File: config.mk
export PLATFORM = sky130hd
export DESIGN_NAME = bfa_mod
export DESIGN_NICKNAME = d
export VERILOG_FILES = /design/src/rtl/bfa_pkg.sv /design/src/rtl/bfa_mod.sv
export SDC_FILE = /design/constraint.sdc
export NUM_CORES = 1
export LEC_CHECK = 0
export ABC_AREA = 1
export BUFFER_PORTS_ARGS = -buffer_cell sky130_fd_sc_hd__buf_2
export CORE_MARGIN = 4
export CORE_UTILIZATION = 25
export CTS_BUF_LIST = sky130_fd_sc_hd__clkbuf_4
export DETAILED_ROUTE_END_ITERATION = 8
export GPL_ROUTABILITY_DRIVEN = 0
export PLACE_DENSITY = 0.5
export SYNTH_ARGS = -nofsm -noshare
export SYNTH_HDL_FRONTEND = slang
export SYNTH_SLANG_ARGS = --single-unit
File: constraint.sdc
create_clock -name i_clk -period 2.28 [get_ports i_clk]
set_input_delay 0.114 -clock i_clk [delete_from_list [all_inputs] [get_ports i_clk]]
set_output_delay 0.114 -clock i_clk [all_outputs]
set_load 0.02 [all_outputs]
File: src/rtl/bfa_pkg.sv
// Shared constants, types and helper functions of the bitmap frame allocator.
// No dependencies; imported by every module of the block.
package bfa_pkg;

    localparam int NUM_FRAMES    = 65536;
    localparam int MAP_WORD_BITS = 64;
    localparam int MAP_DEPTH     = (NUM_FRAMES + MAP_WORD_BITS - 1) / MAP_WORD_BITS;
    localparam int WORD_AW       = $clog2(MAP_DEPTH);
    localparam int BIT_W         = $clog2(MAP_WORD_BITS);
    localparam int REG_W         = 17;
    localparam int FRAME_W       = 16;
    localparam int HI_W          = REG_W - BIT_W;
    localparam int CFG_AW        = 3;
    localparam int APB_DW        = 32;
    localparam int LOW_RES_RESET = 256;

    // register select bit of paddr
    localparam logic CFG_IDX_LIMIT  = 1'b0;
    localparam logic CFG_IDX_LOWRES = 1'b1;

    typedef logic [MAP_WORD_BITS-1:0] t_word;

    typedef enum logic [2:0] {
        S_CLEAR,
        S_IDLE,
        S_MOD,
        S_SCAN,
        S_RMW,
        S_RESULT
    } t_state;

    typedef enum logic [1:0] {
        REQ_ALLOC,
        REQ_FREE,
        REQ_RESERVE,
        REQ_NONE
    } t_req;

    typedef enum logic [1:0] {
        ST_OK,
        ST_NOMEM,
        ST_RANGE,
        ST_DOUBLE
    } t_status;

    // Bits of map word w whose frame index is >= x.
    function automatic t_word word_ge_mask(input logic [REG_W-1:0] x,
                                           input logic [WORD_AW-1:0] w);
        logic [HI_W-1:0] xh;
        logic [HI_W-1:0] wh;
        t_word           m;
        xh = x[REG_W-1:BIT_W];
        wh = HI_W'(w);
        if (xh < wh) begin
            m = {MAP_WORD_BITS{1'b1}};
        end else if (xh == wh) begin
            m = {MAP_WORD_BITS{1'b1}} << x[BIT_W-1:0];
        end else begin
            m = '0;
        end
        return m;
    endfunction

    // Position of the lowest set bit (0 when none is set).
    function automatic logic [BIT_W-1:0] low_index(input t_word v);
        t_word            iso;
        logic [BIT_W-1:0] idx;
        iso = v & (~v + t_word'(1));
        idx = '0;
        for (int b = 0; b < MAP_WORD_BITS; b++) begin
            if (iso[b]) begin
                idx = idx | BIT_W'(b);
            end
        end
        return idx;
    endfunction

endpackage

File: src/rtl/bfa_mod.sv
// Bit-serial remainder unit: dividend mod divisor, one quotient bit per cycle.
// Depends on bfa_pkg.
module bfa_mod (
    input  logic                      i_clk,
    input  logic                      i_rst_n,
    input  logic                      i_start,
    input  logic [bfa_pkg::REG_W-1:0] i_dividend,
    input  logic [bfa_pkg::REG_W-1:0] i_divisor,
    output logic                      o_done,
    output logic [bfa_pkg::REG_W-1:0] o_rem
);
    import bfa_pkg::*;

    localparam int CNT_W = $clog2(REG_W + 1);

    logic             r_busy, n_busy;
    logic             r_done, n_done;
    logic [CNT_W-1:0] r_cnt, n_cnt;
    logic [REG_W-1:0] r_a, n_a;
    logic [REG_W-1:0] r_d, n_d;
    logic [REG_W:0]   r_rem, n_rem;
    logic [REG_W:0]   trial;

    always_comb begin
        n_busy = r_busy;
        n_done = 1'b0;
        n_cnt  = r_cnt;
        n_a    = r_a;
        n_d    = r_d;
        n_rem  = r_rem;
        trial  = {r_rem[REG_W-1:0], r_a[REG_W-1]};
        if (i_start) begin
            n_busy = 1'b1;
            n_cnt  = '0;
            n_a    = i_dividend;
            n_d    = i_divisor;
            n_rem  = '0;
        end else if (r_busy) begin
            n_a   = r_a << 1;
            n_rem = (trial >= {1'b0, r_d}) ? trial - {1'b0, r_d} : trial;
            n_cnt = r_cnt + CNT_W'(1);
            if (r_cnt == CNT_W'(REG_W - 1)) begin
                n_busy = 1'b0;
                n_done = 1'b1;
            end
        end
    end

    always_ff @(posedge i_clk) begin
        if (!i_rst_n) begin
            r_busy <= 1'b0;
            r_done <= 1'b0;
            r_cnt  <= '0;
        end else begin
            r_busy <= n_busy;
            r_done <= n_done;
            r_cnt  <= n_cnt;
        end
        r_a   <= n_a;
        r_d   <= n_d;
        r_rem <= n_rem;
    end

    assign o_done = r_done;
    assign o_rem  = r_rem[REG_W-1:0];

endmodule

==> out/metrics.cfg <==
[logic_synthesis]
synth_compound_area_share_pct = 3.82
synth.largest_area_cell = edfxtp_1
yosysSeqAreaShare_pct = 42.1
async_flop_share_pct = 0
syn_inst = 479
synth.mux.area_fraction_pct = 0
netlist.area_leader.share_pct = 28.6
yosys.area_share.simple_pct = 34.2
post_synth_instance_area_um2 = 3570
synth-seq-cells = 58
syn_avg_cell_area_um2 = 7.45
yosysWarnings = 0
synth_top_family_by_area = simple AND/OR/NAND/NOR gates
synthDistinctLibCells = 35
yosys.area_share.xor_xnor_pct = 1.72
synth_edf_count = 34
syn-num-nets = 536
synth_top_flop_cell = edfxtp_1
synth.area.top_cells = edfxtp_1 (29%), nand2_1 (18%), dfxtp_1 (13%)
synth_fa_ha_area_share_pct = 7.22

[sta]
tightest_slew_ns = 0.550
clock_skew_ns = 0.0307
hold_viol_final = 0
fmax_mhz = 484
setup_viol = 0
fin_crit_ns = 2.07
min_period_over_period_pct = 90.7
rsz0062_at_grt = no
layout_setup_ws_ns = 0.212
slew_violations = 0
fin_setup_tns_ns = 0
relSlewSlack_pct = 63.3

[clock_network]
cts_tree = yes
clkLatencyLatePin_ns = 0.43
cts_sinks = 58
cts_buffers = 9
htree_num_levels = 3
cts_buffer_depth = 2
clkTransAtPathRegs_ns = 0.13
cts-root-buf = clkbuf_4

[global_route]
grt_start_max_net_pins = 36
top_usage_layer = met2
globalRouteMet3Util_pct = 2.30
grt_overflow = 0
grt_use_total_pct = 12.2
grt_util_met1_pct = 15.4
grt_pass1_vias = 3232
use_met2_pct = 19.8
antenna_found_initial = 1
grt_first_pass_wirelength_mm = 15.6

[min_path]
min_to = r_rem[13]
worstHoldStart = i_start
hp-class = input pin to flip-flop
hold_path_depth = 4

[worst_setup_path]
rr_worst_depth = 12
regToRegSetupSlack_ns = 0.21
cp.required_ns = 2.60
cp_max_fo = 10
timing.rr.end = r_rem[11]
start_kind = flip-flop
critical_path_arrival_ns = 2.39
crit_path_end_kind = flip-flop
path_class = flip-flop to flip-flop
worst_r2r_startpoint = r_rem[13]

[drt]
num_vias = 3197
drc = 0
wire_per_inst_um = 12.1
vias_per_cell = 4.19
wl_mm = 9.27
drt_iter0_drc = 170
drtPass1Iterations = 4
ant_nets = 0

[cells_and_area]
seq_area_um2 = 1500
drive_gt1_share_pct = 17.9
nFillCells = 1467
nets = 634
syn_to_final_growth_pct = 27.7
utilization_pct = 32.7
instances_no_fill = 763
multi_input_area_um2 = 1690

[die]
die_w_um = 127
initial_core_util_pct = 25.6
io_pins = 55
num_rows = 43
die-area_um2 = 16300
dieHeight_um = 127
core_region_area_um2 = 13900

[placement]
dp.cells = 711
post-dp-hpwl_mm = 6.80
port_buffers = 54
dp_slack_ns = 0.194

[pwr]
power_density_nw_per_um2 = 508
peakVddDrop_uv = 266
power.leakage_nw = 2.35

[outcome]
status = complete, no violations

[flow_run]
max_cap_viol_count = 0

[repair_timing]
| action | in CTS | in global routing |
|---|---|---|
| resized for setup | 0 | 2 |
| hold endpoints to repair | 35 | 0 |
| setup buffers | 0 | 0 |
| setup endpoints to repair | 0 | 11 |
| hold buffers | 35 | 0 |
[synth_stat cells, types with 3 or more instances]
cell	count
buf_2	3
inv_2	3
nand3b_1	5
nor2_2	5
nand3_2	8
o21ai_1	3
nor2_1	18
nand2_1	171
dfxtp_1	24
a21oi_1	12
o21ai_0	8
edfxtp_1	34
inv_1	85
nand3_1	40
xnor2_1	5
ha_1	19
nor3_1	5
nand4_1	3
nand2_2	8
[critical path, cell delays in order, from the launching register on]
cell     delay, ns
dfxtp_1       0.36
ha_1          0.37
nand2_1       0.13
inv_2         0.04
nand2_1       0.09
inv_1         0.04
nand2_1       0.07
nand2_2       0.07
nor2_4        0.29
buf_4         0.25
nand3_1       0.08
nand3_1       0.11
nand2_1       0.05
[logic make-up after synthesis]
family          Yosys count
fa+ha+maj                20
compound gates           26
xor+xnor                  7
flops                    58
simple gates            270
buf+inv                  98
[metal layers]
metal / vias to the layer above / routed length [um]
met5: - / 0
met4: 0 / 256
met3: 17 / 496
met2: 83 / 4320
met1: 1399 / 4200
li1: 1698 / -
[metrics by stage]
step	instance area, um2	total power [mW]	hold WS, ns
final	4560	2.31	0.172
after global routing	4560	2.45	0.202
after CTS	4540	2.35	0.164
after detailed placement	4060	1.52	0.293
after global placement	4060	1.52	0.291
after floorplan	3570	1.42	0.213
[how the worst max path moves through the flow]
stage	from	cells past startpoint	slack, ns	endpoint
final	r_rem[13]	12	0.21	r_rem[11]
after CTS	r_d[2]	11	0.14	r_rem[3]
after global placement	r_rem[1]	10	0.18	r_rem[3]
after global routing	r_a[16]	14	0.01	r_rem[12]
after floorplan	r_a[16]	11	0.40	r_rem[10]
after detailed placement	r_rem[1]	10	0.19	r_rem[3]
[flip-flops by register name (all words and copies together) (netlist names)]
| name | count |
|---|---|
| r_cnt | 5 |
| o_done | 1 |
| r_a | 17 |
| r_d | 17 |
| r_busy | 1 |
| r_rem | 17 |
[report_power, final]
part           internal (mW)  total, mW  switching [mW]
logic                  0.146      0.345           0.199
clock network          0.329      0.771           0.442
registers               1.18       1.20          0.0211
total                   1.65       2.31           0.662
[cell type report]
class | instances | area share [%]
multi-input cells | 323 | 37.0
clock buffers | 9 | 1.48
well taps | 180 | 4.94
flip-flops and latches | 58 | 32.9
repair buffers | 95 | 14.6
inverters | 90 | 7.41
clock inverters | 7 | 1.54
diodes | 1 | 0.0549
[layout by cell type (no fill, tap or decap), types with 6 or more instances in the layout]
cell,count
inv_1,85
dlygate4sd3_1,35
nand3_2,8
edfxtp_1,34
ha_1,18
nand3_1,40
nand2_1,171
nor2_1,18
buf_4,6
nand2_2,8
buf_2,54
a21oi_1,12
dfxtp_1,24
clkbuf_4,9
o21ai_0,8
Note: power is estimated with default switching activity, not from simulation.
